==> src/pqrr_pkg.sv <==
// ----------------------------------------------------------------------------
// pqrr_pkg: shared types and codes of the round-robin scheduler
// Operation, status and run-state codes, configuration indexes and reset
// values, sequencer states and the write strobes of the slot table.
// ----------------------------------------------------------------------------
package pqrr_pkg;

    // operation codes
    localparam logic [2:0] OP_TICK   = 3'd0;
    localparam logic [2:0] OP_ADD    = 3'd1;
    localparam logic [2:0] OP_REMOVE = 3'd2;
    localparam logic [2:0] OP_TOGGLE = 3'd3;
    localparam logic [2:0] OP_SETPRI = 3'd4;
    localparam logic [2:0] OP_EXIT   = 3'd5;

    // status codes
    localparam logic [2:0] STS_OK       = 3'd0;
    localparam logic [2:0] STS_NOTFOUND = 3'd1;
    localparam logic [2:0] STS_FULL     = 3'd2;
    localparam logic [2:0] STS_BADPRI   = 3'd3;
    localparam logic [2:0] STS_NOREADY  = 3'd4;

    // run states of a slot
    localparam logic [1:0] RS_READY   = 2'd0;
    localparam logic [1:0] RS_BLOCKED = 2'd1;
    localparam logic [1:0] RS_RUNNING = 2'd2;

    // configuration register indexes
    localparam logic CFG_AGING = 1'b0;
    localparam logic CFG_MAXPRI = 1'b1;

    localparam int AGING_RESET = 90;
    localparam int MAXPRI_RESET = 5;

    typedef enum logic [4:0] {
        S_IDLE,
        S_TICK,
        S_AGE,
        S_SCAN,
        S_STEP,
        S_FIND,
        S_UNLINK,
        S_XPAR,
        S_XPRED,
        S_XRD,
        S_XUNL,
        S_FREE,
        S_ADDRC,
        S_ADDRS,
        S_ADDWC,
        S_FIN
    } seq_state_t;

    // write strobes of the slot table, all at one address
    typedef struct packed {
        logic pid;
        logic parent;
        logic state;
        logic prio;
        logic turns;
        logic next;
        logic set_valid;
        logic clr_valid;
    } slot_wr_t;

endpackage

==> src/priority_quantum_round_robin_scheduler.sv <==
// ----------------------------------------------------------------------------
// priority_quantum_round_robin_scheduler: ring scheduler of process slots
// Takes one scheduling operation per input beat and returns one result beat.
// ----------------------------------------------------------------------------
// Usage:
//   Input channel (in_valid / in_stall) carries op, pid, parent_id,
//   foreground and new_priority. in_stall is high while an operation is in
//   work; one operation is taken at a time.
//   Output channel (out_valid / out_stall) returns status, running_pid,
//   running_slot and switched, one beat per operation, held while stalled.
//   Configuration: cfg_wr_en writes cfg_wdata to register cfg_index
//   (0 aging_quanta, 1 max_priority). The user must write only while the
//   block is idle; the block itself does not enforce it.
//   The slot table has a single address port, so each walk along the ring
//   (pid lookup, predecessor search, ready-slot search, free-slot search)
//   visits one slot at a time. The next input beat can be taken in the
//   cycle after the result is loaded. A new input beat is taken while a
//   finished result still waits on the output; the following result waits
//   for the output register to empty.
//   Reset clears all valid bits, the running slot, tick and task counts.
// ----------------------------------------------------------------------------
module priority_quantum_round_robin_scheduler
    import pqrr_pkg::*;
#(
    parameter int MAX_TASKS = 16,
    parameter int PID_WIDTH = 16
)
(
    input  logic                 clk,
    input  logic                 rst_n,
    input  logic                 cfg_wr_en,
    input  logic                 cfg_index,
    input  logic [6:0]           cfg_wdata,
    input  logic                 in_valid,
    output logic                 in_stall,
    input  logic [2:0]           op,
    input  logic [PID_WIDTH-1:0] pid,
    input  logic [PID_WIDTH-1:0] parent_id,
    input  logic                 foreground,
    input  logic [2:0]           new_priority,
    output logic                 out_valid,
    input  logic                 out_stall,
    output logic [2:0]           status,
    output logic [PID_WIDTH-1:0] running_pid,
    output logic [3:0]           running_slot,
    output logic                 switched
);

    localparam int SW = $clog2(MAX_TASKS);
    localparam int CW = $clog2(MAX_TASKS + 1);
    localparam logic [CW-1:0] LAST_ITER = CW'(MAX_TASKS - 1);
    localparam logic [CW-1:0] FULL_COUNT = CW'(MAX_TASKS);

    seq_state_t state_reg, state_next;
    logic [6:0]           aq_reg;
    logic [2:0]           mp_reg;
    logic [SW-1:0]        cur_reg, cur_next;
    logic [2:0]           tick_reg, tick_next;
    logic [CW-1:0]        count_reg, count_next;
    logic [SW-1:0]        ptr_reg, ptr_next;
    logic [SW-1:0]        prev_reg, prev_next;
    logic [SW-1:0]        found_reg, found_next;
    logic [SW-1:0]        tmp_reg, tmp_next;
    logic [CW-1:0]        iter_reg, iter_next;
    logic                 curv_reg, curv_next;
    logic [2:0]           sts_reg, sts_next;
    logic                 sw_reg, sw_next;
    logic [2:0]           op_reg;
    logic [PID_WIDTH-1:0] pid_reg;
    logic [PID_WIDTH-1:0] parent_reg;
    logic                 fg_reg;
    logic [2:0]           np_reg;
    logic [PID_WIDTH-1:0] key_reg, key_next;
    logic                 out_valid_reg;
    logic [2:0]           out_sts_reg;
    logic [PID_WIDTH-1:0] out_pid_reg;
    logic [3:0]           out_slot_reg;
    logic                 out_sw_reg;
    logic                 load_out;

    slot_wr_t             we;
    logic [1:0]           wr_state;
    logic [2:0]           wr_prio;
    logic [6:0]           wr_turns;
    logic [SW-1:0]        wr_next;
    logic                 rd_valid;
    logic [PID_WIDTH-1:0] rd_pid;
    logic [PID_WIDTH-1:0] rd_parent;
    logic [1:0]           rd_state;
    logic [2:0]           rd_prio;
    logic [6:0]           rd_turns;
    logic [SW-1:0]        rd_next;
    logic [6:0]           turns_inc;
    logic                 accept;

    pqrr_slot_table #(
        .MAX_TASKS (MAX_TASKS),
        .PID_WIDTH (PID_WIDTH)
    ) u_table (
        .clk       (clk),
        .rst_n     (rst_n),
        .addr      (ptr_reg),
        .we        (we),
        .wr_pid    (pid_reg),
        .wr_parent (parent_reg),
        .wr_state  (wr_state),
        .wr_prio   (wr_prio),
        .wr_turns  (wr_turns),
        .wr_next   (wr_next),
        .rd_valid  (rd_valid),
        .rd_pid    (rd_pid),
        .rd_parent (rd_parent),
        .rd_state  (rd_state),
        .rd_prio   (rd_prio),
        .rd_turns  (rd_turns),
        .rd_next   (rd_next)
    );

    assign in_stall  = (state_reg != S_IDLE);
    assign accept    = in_valid && !in_stall;
    assign turns_inc = rd_turns + 7'd1;

    // configuration registers
    always_ff @(posedge clk or negedge rst_n)
    begin
        if (!rst_n)
        begin
            aq_reg <= 7'(AGING_RESET);
            mp_reg <= 3'(MAXPRI_RESET);
        end
        else if (cfg_wr_en)
        begin
            case (cfg_index)
                CFG_AGING:  aq_reg <= cfg_wdata;
                CFG_MAXPRI: mp_reg <= cfg_wdata[2:0];
                default:    aq_reg <= aq_reg;
            endcase
        end
    end

    // sequencer and control registers
    always_ff @(posedge clk or negedge rst_n)
    begin
        if (!rst_n)
        begin
            state_reg <= S_IDLE;
            cur_reg   <= '0;
            tick_reg  <= '0;
            count_reg <= '0;
        end
        else
        begin
            state_reg <= state_next;
            cur_reg   <= cur_next;
            tick_reg  <= tick_next;
            count_reg <= count_next;
        end
    end

    // working registers
    always_ff @(posedge clk)
    begin
        ptr_reg   <= ptr_next;
        prev_reg  <= prev_next;
        found_reg <= found_next;
        tmp_reg   <= tmp_next;
        iter_reg  <= iter_next;
        curv_reg  <= curv_next;
        sts_reg   <= sts_next;
        sw_reg    <= sw_next;
        key_reg   <= key_next;
        if (accept)
        begin
            op_reg     <= op;
            pid_reg    <= pid;
            parent_reg <= parent_id;
            fg_reg     <= foreground;
            np_reg     <= new_priority;
        end
    end

    // next state, table writes
    always_comb
    begin
        state_next = state_reg;
        cur_next   = cur_reg;
        tick_next  = tick_reg;
        count_next = count_reg;
        ptr_next   = ptr_reg;
        prev_next  = prev_reg;
        found_next = found_reg;
        tmp_next   = tmp_reg;
        iter_next  = iter_reg;
        curv_next  = curv_reg;
        sts_next   = sts_reg;
        sw_next    = sw_reg;
        key_next   = key_reg;
        we         = '0;
        wr_state   = RS_READY;
        wr_prio    = 3'd0;
        wr_turns   = 7'd0;
        wr_next    = rd_next;
        load_out   = 1'b0;

        case (state_reg)
            S_IDLE:
            begin
                if (accept)
                begin
                    sts_next  = STS_OK;
                    sw_next   = 1'b0;
                    ptr_next  = cur_reg;
                    prev_next = cur_reg;
                    iter_next = '0;
                    key_next  = pid;
                    state_next = S_FIN;
                    case (op)
                        OP_TICK:
                        begin
                            if (count_reg == '0) sts_next = STS_NOREADY;
                            else state_next = S_TICK;
                        end
                        OP_ADD:
                        begin
                            if (count_reg >= FULL_COUNT)
                            begin
                                sts_next = STS_FULL;
                            end
                            else
                            begin
                                ptr_next   = '0;
                                state_next = S_FREE;
                            end
                        end
                        OP_REMOVE:
                        begin
                            if (count_reg == '0) sts_next = STS_NOREADY;
                            else state_next = S_STEP;
                        end
                        OP_TOGGLE:
                        begin
                            if (count_reg == '0) sts_next = STS_NOREADY;
                            else state_next = S_FIND;
                        end
                        OP_SETPRI:
                        begin
                            if (new_priority > mp_reg) sts_next = STS_BADPRI;
                            else if (count_reg == '0) sts_next = STS_NOREADY;
                            else state_next = S_FIND;
                        end
                        OP_EXIT:
                        begin
                            if (count_reg == '0) sts_next = STS_NOREADY;
                            else state_next = S_XPAR;
                        end
                        default:
                        begin
                            state_next = S_FIN;
                        end
                    endcase
                end
            end

            // count a tick or end the turn
            S_TICK:
            begin
                if (tick_reg < rd_prio)
                begin
                    tick_next  = tick_reg + 3'd1;
                    state_next = S_FIN;
                end
                else
                begin
                    state_next = S_AGE;
                end
            end

            // end the turn of the current slot: age it, drop it to ready
            S_AGE:
            begin
                tick_next = '0;
                curv_next = rd_valid;
                if (rd_valid)
                begin
                    if (rd_pid != '0)
                    begin
                        we.turns = 1'b1;
                        wr_turns = turns_inc;
                        if (turns_inc >= aq_reg)
                        begin
                            wr_turns = 7'd0;
                            if (rd_prio < mp_reg)
                            begin
                                we.prio = 1'b1;
                                wr_prio = rd_prio + 3'd1;
                            end
                        end
                    end
                    if (rd_state == RS_RUNNING)
                    begin
                        we.state = 1'b1;
                        wr_state = RS_READY;
                    end
                end
                ptr_next   = rd_next;
                iter_next  = '0;
                state_next = S_SCAN;
            end

            // walk the ring for the next ready slot
            S_SCAN:
            begin
                if (!rd_valid)
                begin
                    sts_next   = STS_NOREADY;
                    state_next = S_FIN;
                end
                else if (rd_state == RS_READY)
                begin
                    we.state = 1'b1;
                    wr_state = RS_RUNNING;
                    if (ptr_reg != cur_reg || !curv_reg) sw_next = 1'b1;
                    cur_next   = ptr_reg;
                    sts_next   = STS_OK;
                    state_next = S_FIN;
                end
                else if (iter_reg == LAST_ITER)
                begin
                    sts_next   = STS_NOREADY;
                    state_next = S_FIN;
                end
                else
                begin
                    ptr_next  = rd_next;
                    iter_next = iter_reg + 1'b1;
                end
            end

            // advance to the slot after the current one, then search
            S_STEP:
            begin
                ptr_next   = rd_next;
                state_next = S_FIND;
            end

            // search the ring for key_reg over task_count slots
            S_FIND:
            begin
                if (iter_reg == count_reg)
                begin
                    if (op_reg == OP_EXIT)
                    begin
                        ptr_next   = cur_reg;
                        prev_next  = cur_reg;
                        iter_next  = '0;
                        state_next = S_XPRED;
                    end
                    else
                    begin
                        sts_next   = STS_NOTFOUND;
                        state_next = S_FIN;
                    end
                end
                else if (rd_valid && rd_pid == key_reg)
                begin
                    case (op_reg)
                        OP_REMOVE:
                        begin
                            found_next   = ptr_reg;
                            tmp_next     = rd_next;
                            we.clr_valid = 1'b1;
                            count_next   = count_reg - 1'b1;
                            ptr_next     = prev_reg;
                            state_next   = S_UNLINK;
                        end
                        OP_TOGGLE:
                        begin
                            we.state = 1'b1;
                            wr_state = (rd_state == RS_BLOCKED) ? RS_READY : RS_BLOCKED;
                            state_next = (ptr_reg == cur_reg) ? S_AGE : S_FIN;
                        end
                        OP_SETPRI:
                        begin
                            we.prio    = 1'b1;
                            wr_prio    = np_reg;
                            we.turns   = 1'b1;
                            wr_turns   = 7'd0;
                            state_next = S_FIN;
                        end
                        default:
                        begin
                            // exit: wake the parent
                            we.state   = 1'b1;
                            wr_state   = RS_READY;
                            ptr_next   = cur_reg;
                            prev_next  = cur_reg;
                            iter_next  = '0;
                            state_next = S_XPRED;
                        end
                    endcase
                end
                else
                begin
                    prev_next = ptr_reg;
                    ptr_next  = rd_next;
                    iter_next = iter_reg + 1'b1;
                end
            end

            // relink the predecessor of a removed slot
            S_UNLINK:
            begin
                we.next  = 1'b1;
                wr_next  = tmp_reg;
                ptr_next = cur_reg;
                state_next = (found_reg == cur_reg) ? S_AGE : S_FIN;
            end

            // exit: read the parent of the current slot
            S_XPAR:
            begin
                key_next  = rd_parent;
                prev_next = cur_reg;
                iter_next = '0;
                if (rd_parent != '0)
                begin
                    state_next = S_STEP;
                end
                else
                begin
                    state_next = S_XPRED;
                end
            end

            // exit: find the slot whose link points at the current one
            S_XPRED:
            begin
                if (rd_next == cur_reg)
                begin
                    prev_next  = ptr_reg;
                    ptr_next   = cur_reg;
                    state_next = S_XRD;
                end
                else if (iter_reg == LAST_ITER)
                begin
                    ptr_next   = cur_reg;
                    state_next = S_XRD;
                end
                else
                begin
                    ptr_next  = rd_next;
                    iter_next = iter_reg + 1'b1;
                end
            end

            // exit: drop the current slot
            S_XRD:
            begin
                tmp_next     = rd_next;
                we.clr_valid = 1'b1;
                if (count_reg != '0) count_next = count_reg - 1'b1;
                ptr_next     = prev_reg;
                state_next   = S_XUNL;
            end

            S_XUNL:
            begin
                we.next    = 1'b1;
                wr_next    = tmp_reg;
                ptr_next   = cur_reg;
                state_next = S_AGE;
            end

            // add: find the lowest free slot and fill it
            S_FREE:
            begin
                if (!rd_valid)
                begin
                    we.pid       = 1'b1;
                    we.parent    = 1'b1;
                    we.prio      = 1'b1;
                    wr_prio      = 3'd0;
                    we.turns     = 1'b1;
                    wr_turns     = 7'd0;
                    we.set_valid = 1'b1;
                    we.state     = 1'b1;
                    count_next   = count_reg + 1'b1;
                    found_next   = ptr_reg;
                    if (count_reg == '0)
                    begin
                        we.next    = 1'b1;
                        wr_next    = ptr_reg;
                        wr_state   = RS_RUNNING;
                        cur_next   = ptr_reg;
                        sw_next    = 1'b1;
                        state_next = S_FIN;
                    end
                    else
                    begin
                        wr_state   = RS_READY;
                        ptr_next   = cur_reg;
                        state_next = S_ADDRC;
                    end
                end
                else if (iter_reg == LAST_ITER)
                begin
                    sts_next   = STS_FULL;
                    state_next = S_FIN;
                end
                else
                begin
                    ptr_next  = ptr_reg + 1'b1;
                    iter_next = iter_reg + 1'b1;
                end
            end

            // add: take the current link
            S_ADDRC:
            begin
                tmp_next   = rd_next;
                ptr_next   = found_reg;
                state_next = S_ADDRS;
            end

            S_ADDRS:
            begin
                we.next    = 1'b1;
                wr_next    = tmp_reg;
                ptr_next   = cur_reg;
                state_next = S_ADDWC;
            end

            // add: link the new slot after current, block on foreground
            S_ADDWC:
            begin
                we.next = 1'b1;
                wr_next = found_reg;
                if (fg_reg && pid_reg != PID_WIDTH'(1))
                begin
                    we.state   = 1'b1;
                    wr_state   = RS_BLOCKED;
                    state_next = S_AGE;
                end
                else
                begin
                    state_next = S_FIN;
                end
            end

            // hand the result to the output register
            S_FIN:
            begin
                ptr_next = cur_reg;
                if (ptr_reg == cur_reg && !(out_valid_reg && out_stall))
                begin
                    load_out   = 1'b1;
                    state_next = S_IDLE;
                end
            end

            default:
            begin
                state_next = S_IDLE;
            end
        endcase
    end

    // output beat register
    always_ff @(posedge clk or negedge rst_n)
    begin
        if (!rst_n)
        begin
            out_valid_reg <= 1'b0;
        end
        else if (load_out)
        begin
            out_valid_reg <= 1'b1;
        end
        else if (!out_stall)
        begin
            out_valid_reg <= 1'b0;
        end
    end

    always_ff @(posedge clk)
    begin
        if (load_out)
        begin
            out_sts_reg  <= sts_reg;
            out_pid_reg  <= rd_valid ? rd_pid : '0;
            out_slot_reg <= 4'(cur_reg);
            out_sw_reg   <= sw_reg;
        end
    end

    assign out_valid    = out_valid_reg;
    assign status       = out_sts_reg;
    assign running_pid  = out_pid_reg;
    assign running_slot = out_slot_reg;
    assign switched     = out_sw_reg;

`ifndef ASSERT_OFF
    // task count never exceeds the table
    a_count_bound: assert property (@(posedge clk) disable iff (!rst_n)
        count_reg <= FULL_COUNT)
        else $error("task count above table size");

    // an accepted beat keeps the block busy in the next cycle
    a_busy_after_accept: assert property (@(posedge clk) disable iff (!rst_n)
        accept |=> in_stall)
        else $error("input not stalled after accept");

    // a switch is reported only with status ok
    a_switch_ok: assert property (@(posedge clk) disable iff (!rst_n)
        out_valid |-> (!switched || status == STS_OK))
        else $error("switch reported with error status");
`endif

endmodule

==> src/pqrr_slot_table.sv <==
// ----------------------------------------------------------------------------
// pqrr_slot_table: process slot storage
// One address port: every field is read and written at the same slot.
// Valid bits clear at reset; the other fields hold whatever was written.
// ----------------------------------------------------------------------------
module pqrr_slot_table
    import pqrr_pkg::*;
#(
    parameter int MAX_TASKS = 16,
    parameter int PID_WIDTH = 16,
    localparam int SW = $clog2(MAX_TASKS)
)
(
    input  logic                 clk,
    input  logic                 rst_n,
    input  logic [SW-1:0]        addr,
    input  slot_wr_t             we,
    input  logic [PID_WIDTH-1:0] wr_pid,
    input  logic [PID_WIDTH-1:0] wr_parent,
    input  logic [1:0]           wr_state,
    input  logic [2:0]           wr_prio,
    input  logic [6:0]           wr_turns,
    input  logic [SW-1:0]        wr_next,
    output logic                 rd_valid,
    output logic [PID_WIDTH-1:0] rd_pid,
    output logic [PID_WIDTH-1:0] rd_parent,
    output logic [1:0]           rd_state,
    output logic [2:0]           rd_prio,
    output logic [6:0]           rd_turns,
    output logic [SW-1:0]        rd_next
);

    logic [MAX_TASKS-1:0] valid_reg;
    logic [PID_WIDTH-1:0] pid_mem    [MAX_TASKS];
    logic [PID_WIDTH-1:0] parent_mem [MAX_TASKS];
    logic [1:0]           state_mem  [MAX_TASKS];
    logic [2:0]           prio_mem   [MAX_TASKS];
    logic [6:0]           turns_mem  [MAX_TASKS];
    logic [SW-1:0]        next_mem   [MAX_TASKS];

    // set or drop the valid bit of the addressed slot
    always_ff @(posedge clk or negedge rst_n)
    begin
        if (!rst_n)
        begin
            valid_reg <= '0;
        end
        else if (we.set_valid)
        begin
            valid_reg[addr] <= 1'b1;
        end
        else if (we.clr_valid)
        begin
            valid_reg[addr] <= 1'b0;
        end
    end

    // write slot fields
    always_ff @(posedge clk)
    begin
        if (we.pid)
        begin
            pid_mem[addr] <= wr_pid;
        end
        if (we.parent)
        begin
            parent_mem[addr] <= wr_parent;
        end
        if (we.state)
        begin
            state_mem[addr] <= wr_state;
        end
        if (we.prio)
        begin
            prio_mem[addr] <= wr_prio;
        end
        if (we.turns)
        begin
            turns_mem[addr] <= wr_turns;
        end
        if (we.next)
        begin
            next_mem[addr] <= wr_next;
        end
    end

    assign rd_valid  = valid_reg[addr];
    assign rd_pid    = pid_mem[addr];
    assign rd_parent = parent_mem[addr];
    assign rd_state  = state_mem[addr];
    assign rd_prio   = prio_mem[addr];
    assign rd_turns  = turns_mem[addr];
    assign rd_next   = next_mem[addr];

endmodule

==> config.mk <==
export PLATFORM = sky130hd
export DESIGN_NAME = priority_quantum_round_robin_scheduler
export DESIGN_NICKNAME = d
export VERILOG_FILES = /design/src/pqrr_pkg.sv /design/src/priority_quantum_round_robin_scheduler.sv /design/src/pqrr_slot_table.sv
export SDC_FILE = /design/constraint.sdc
export NUM_CORES = 1
export LEC_CHECK = 0
export BUFFER_PORTS_ARGS = -buffer_cell sky130_fd_sc_hd__buf_4
export CAP_MARGIN = 20
export CELL_PAD_IN_SITES_DETAIL_PLACEMENT = 1
export CELL_PAD_IN_SITES_GLOBAL_PLACEMENT = 1
export CORE_ASPECT_RATIO = 0.9
export CORE_MARGIN = 3
export CORE_UTILIZATION = 45
export CTS_CLUSTER_SIZE = 25
export DETAILED_ROUTE_END_ITERATION = 6
export PLACE_DENSITY = 0.72
export SYNTH_ARGS = -nofsm -noshare
export SYNTH_HDL_FRONTEND = slang
export SYNTH_SLANG_ARGS = --single-unit
==> constraint.sdc <==
create_clock -name clk -period 6.1 [get_ports clk]
set_input_delay 0 -clock clk [delete_from_list [all_inputs] [get_ports clk]]
set_output_delay 0 -clock clk [all_outputs]
set_load 0.005 [all_outputs]
==> results.sh <==
export IMPL_cts_root_buf="clkbuf_16"
export IMPL_fin_nets=2455
export IMPL_clock_sinks=921
export IMPL_yosysTopAreaCell="edfxtp_1"
export IMPL_final_cells=3583
export IMPL_ir_drop_mv=0.263
export IMPL_track_usage=0.238
export IMPL_cts_inserted_buffers=93
export IMPL_timing_fmax_mhz=186
export IMPL_grt_overflow=0
export IMPL_initial_core_util=0.458
export IMPL_async_flop_share=0.0478
export IMPL_hold_path_class="in -> reg"
export IMPL_synthTopCellsByArea="edfxtp_1, mux4_2, dfrtp_1"
export IMPL_vias=22000
export IMPL_io_buffers=77
export IMPL_synth_avg_cell_area_um2=17.9
export IMPL_fp_coreArea_um2=85000
export IMPL_place_hpwl_um=67500
export IMPL_grt_max_degree=73
export IMPL_path_common_cell="a21o_1"
export IMPL_worstPathArrival_ns=5.66
export IMPL_clkTransAtPathRegs_ns=0.07
export IMPL_maxCapViolCount=0
export IMPL_final_max_slew_viol_count=0
export IMPL_yosys_register_bits=921
export IMPL_pin_count=78
export IMPL_row_count=101
export IMPL_hold_viol_final=0
export IMPL_top_regs="u_table.parent_mem (256), u_table.pid_mem (256), u_table.turns_mem (112)"
export IMPL_synth_most_common_cell="edfxtp_1"
export IMPL_gr_max_usage_layer="met2"
export IMPL_routed_wl_um=106000
export IMPL_fin_crit_ns=5.37
export IMPL_slew_headroom=0.301
export IMPL_crit_path_end_kind="register"
export IMPL_use_met3=0.0341
export IMPL_synth_cells=2176
export IMPL_cp_max_fo=40
export IMPL_drive_gt1_frac=0.238
export IMPL_grt_pass1_wl_um=158000
export IMPL_setup_violations_final=0
export IMPL_area_growth_pct=14.8
export IMPL_yosys_top_cells_count="edfxtp_1, mux4_2, nor2_1"
export IMPL_antenna_cells=0
export IMPL_clockBufferDepth=3
export IMPL_synth_top_cell_area_share=0.673
export IMPL_synth_ff_type="edfxtp_1"
export IMPL_syn_num_nets=2259
export IMPL_die_w_um=316
export IMPL_final_setup_tns_ns=0
export IMPL_slowest_delay_ns=0.92
export IMPL_use_met1=0.340
export IMPL_switchingPower_mw=6.16
export IMPL_vias_per_cell=6.15
export IMPL_finalCritPeriodShare=0.880
export IMPL_start_kind="register"
export IMPL_holdPathStages=2
export IMPL_drt_iter0_drc=2474
export IMPL_dr_pass1_iters=7
export IMPL_cts_tree="yes"
export IMPL_die_area_um2=90100
export IMPL_dp_cells=3340
export IMPL_crit_chain="mux4_2, mux4_2, ha_1, ha_1, a21o_1, a21o_1, a21o_1, a21o_1, a21o_1, a21oi_1, nand3b_1, a2bb2o_1"
export IMPL_die_h_um=285
export IMPL_drc=0
export IMPL_crit_path_top_delay_cell="dfxtp_4"
export IMPL_grt_pass1_vias=23200
export IMPL_p_seq_frac=0.410
export IMPL_ant_nets=0
export IMPL_grt_setup_unrepaired="no"
export IMPL_cts_max_level=3
export IMPL_wire_per_inst_um=29.7
export IMPL_skew_ns=0.0235
export IMPL_ys_warn_count=0
export IMPL_swShare=0.322
export IMPL_cts_hold_buf=66
export IMPL_status="finished, final reports clean"
export IMPL_clk_latency_ns=0.66
export IMPL_crit_required_ns=6.39
export IMPL_synth_edf_count=873
export IMPL_post_cts_buffers=0
export IMPL_clock_power_share=0.299
export IMPL_synth_cell_types=93
export IMPL_syn_cell_area_um2=39000
export IMPL_reg2regPathDepth=12
export IMPL_antenna_found_initial=0
export IMPL_use_met2=0.384
export IMPL_power_mw=19.1
export IMPL_gp_congestion=0.912
export IMPL_worst_slew_pin_slew_ns=1.04
export IMPL_power_leakage_nw=14.9
export IMPL_worstSetupPathType="reg -> reg"
export IMPL_internal_power_mw=13.0
export IMPL_comb_power_share=0.291
export IMPL_ys_seq_area_frac=0.704
export IMPL_cts_resized=0
export IMPL_power_density_nw_per_um2=428
-- layer usage --
layer  up-vias  part of all wire
li1       9197                 -
met1     11700              0.42
met2       991              0.49
met3       181             0.069
met4         0             0.029
met5         -                 0
-- metrics by stage --
stage               worst slack (ns)   util  hold WS [ns]  instance area, um2
floorplan                      0.778      -        -0.296               39000
global placement               0.922  0.481        0.0679               40900
detailed placement             0.799  0.481        0.0758               40900
CTS                            0.735  0.525        0.0147               44700
global route                   0.433  0.526        0.0300               44700
finish                         0.734  0.526        0.0575               44700
-- worst max-delay path: cells and delay by family (launching register included) --
family | cells | cell delay [ns]
mux | 2 | 1.18
simple gates | 1 | 0.26
flops | 1 | 0.92
fa+ha+maj | 2 | 0.63
compound gates | 7 | 1.97
-- layout make-up --
| class | instances | area (um2) |
|---|---|---|
| clock buffers | 111 | 2430 |
| flip-flops and latches | 921 | 27400 |
| repair buffers | 205 | 1810 |
| multi-input cells | 1092 | 10800 |
| inverters | 59 | 221 |
| clock inverters | 62 | 639 |
| well taps | 1133 | 1420 |
| fillers | 7737 | 40300 |
-- layout by cell type, fill, tap and decap left out, drive strengths merged, types with 6 or more instances in the layout --
cell type,instances
edfxtp,873
mux4,209
buf,140
nor2,135
clkbuf,111
a21oi,89
nand2,84
o21ai,82
dlygate4sd3,65
inv,60
mux2i,51
clkinv,49
mux2,47
dfrtp,38
nor3,34
ha,30
nand3,27
xor2,25
nor4,24
and3,21
nand2b,20
nor2b,18
xnor2,17
a31oi,15
a21o,13
a211oi,13
a221oi,11
a22oi,10
a22o,9
bufinv,9
and2,8
o21a,8
nand4,8
or3,7
dfstp,6
o211ai,6
nor4b,6
-- logic make-up (layout without fill, tap and decap cells) --
family,count (synthesis),after routing,share of synthesized area
compound gates,302,302,0.0523
xor+xnor,42,42,0.00964
fa+ha+maj,31,31,0.0102
buf+inv,163,437,0.0229
flops,921,921,0.704
mux,307,307,0.149
other cells,1,1,0.0000963
simple gates,409,409,0.0525
-- final timing paths --
check                                    endpoint  slack (ns)     startpoint
setup / recovery           u_table.prio_mem[4][1]        0.73       register
hold / removal                     parent_reg[12]        0.06  parent_id[12]
setup reg to reg           u_table.prio_mem[4][1]        0.73       register
hold reg to reg                          switched        0.42         sw_reg
max in group asynchronous               async pin        5.31          rst_n
min in group asynchronous               mp_reg[0]        0.51          rst_n
-- power by group through the flow --
| stage | clock (mW) | combinational [mW] | sequential [mW] |
|---|---|---|---|
| after global placement | 0 | 5.33 | 7.95 |
| after CTS | 5.81 | 5.54 | 7.85 |
| after detailed placement | 0 | 5.45 | 7.98 |
| final | 5.71 | 5.57 | 7.85 |
| after floorplan | 0 | 4.10 | 7.63 |
| after global routing | 6.10 | 5.95 | 7.89 |
Note: power is estimated with default switching activity, not from simulation.
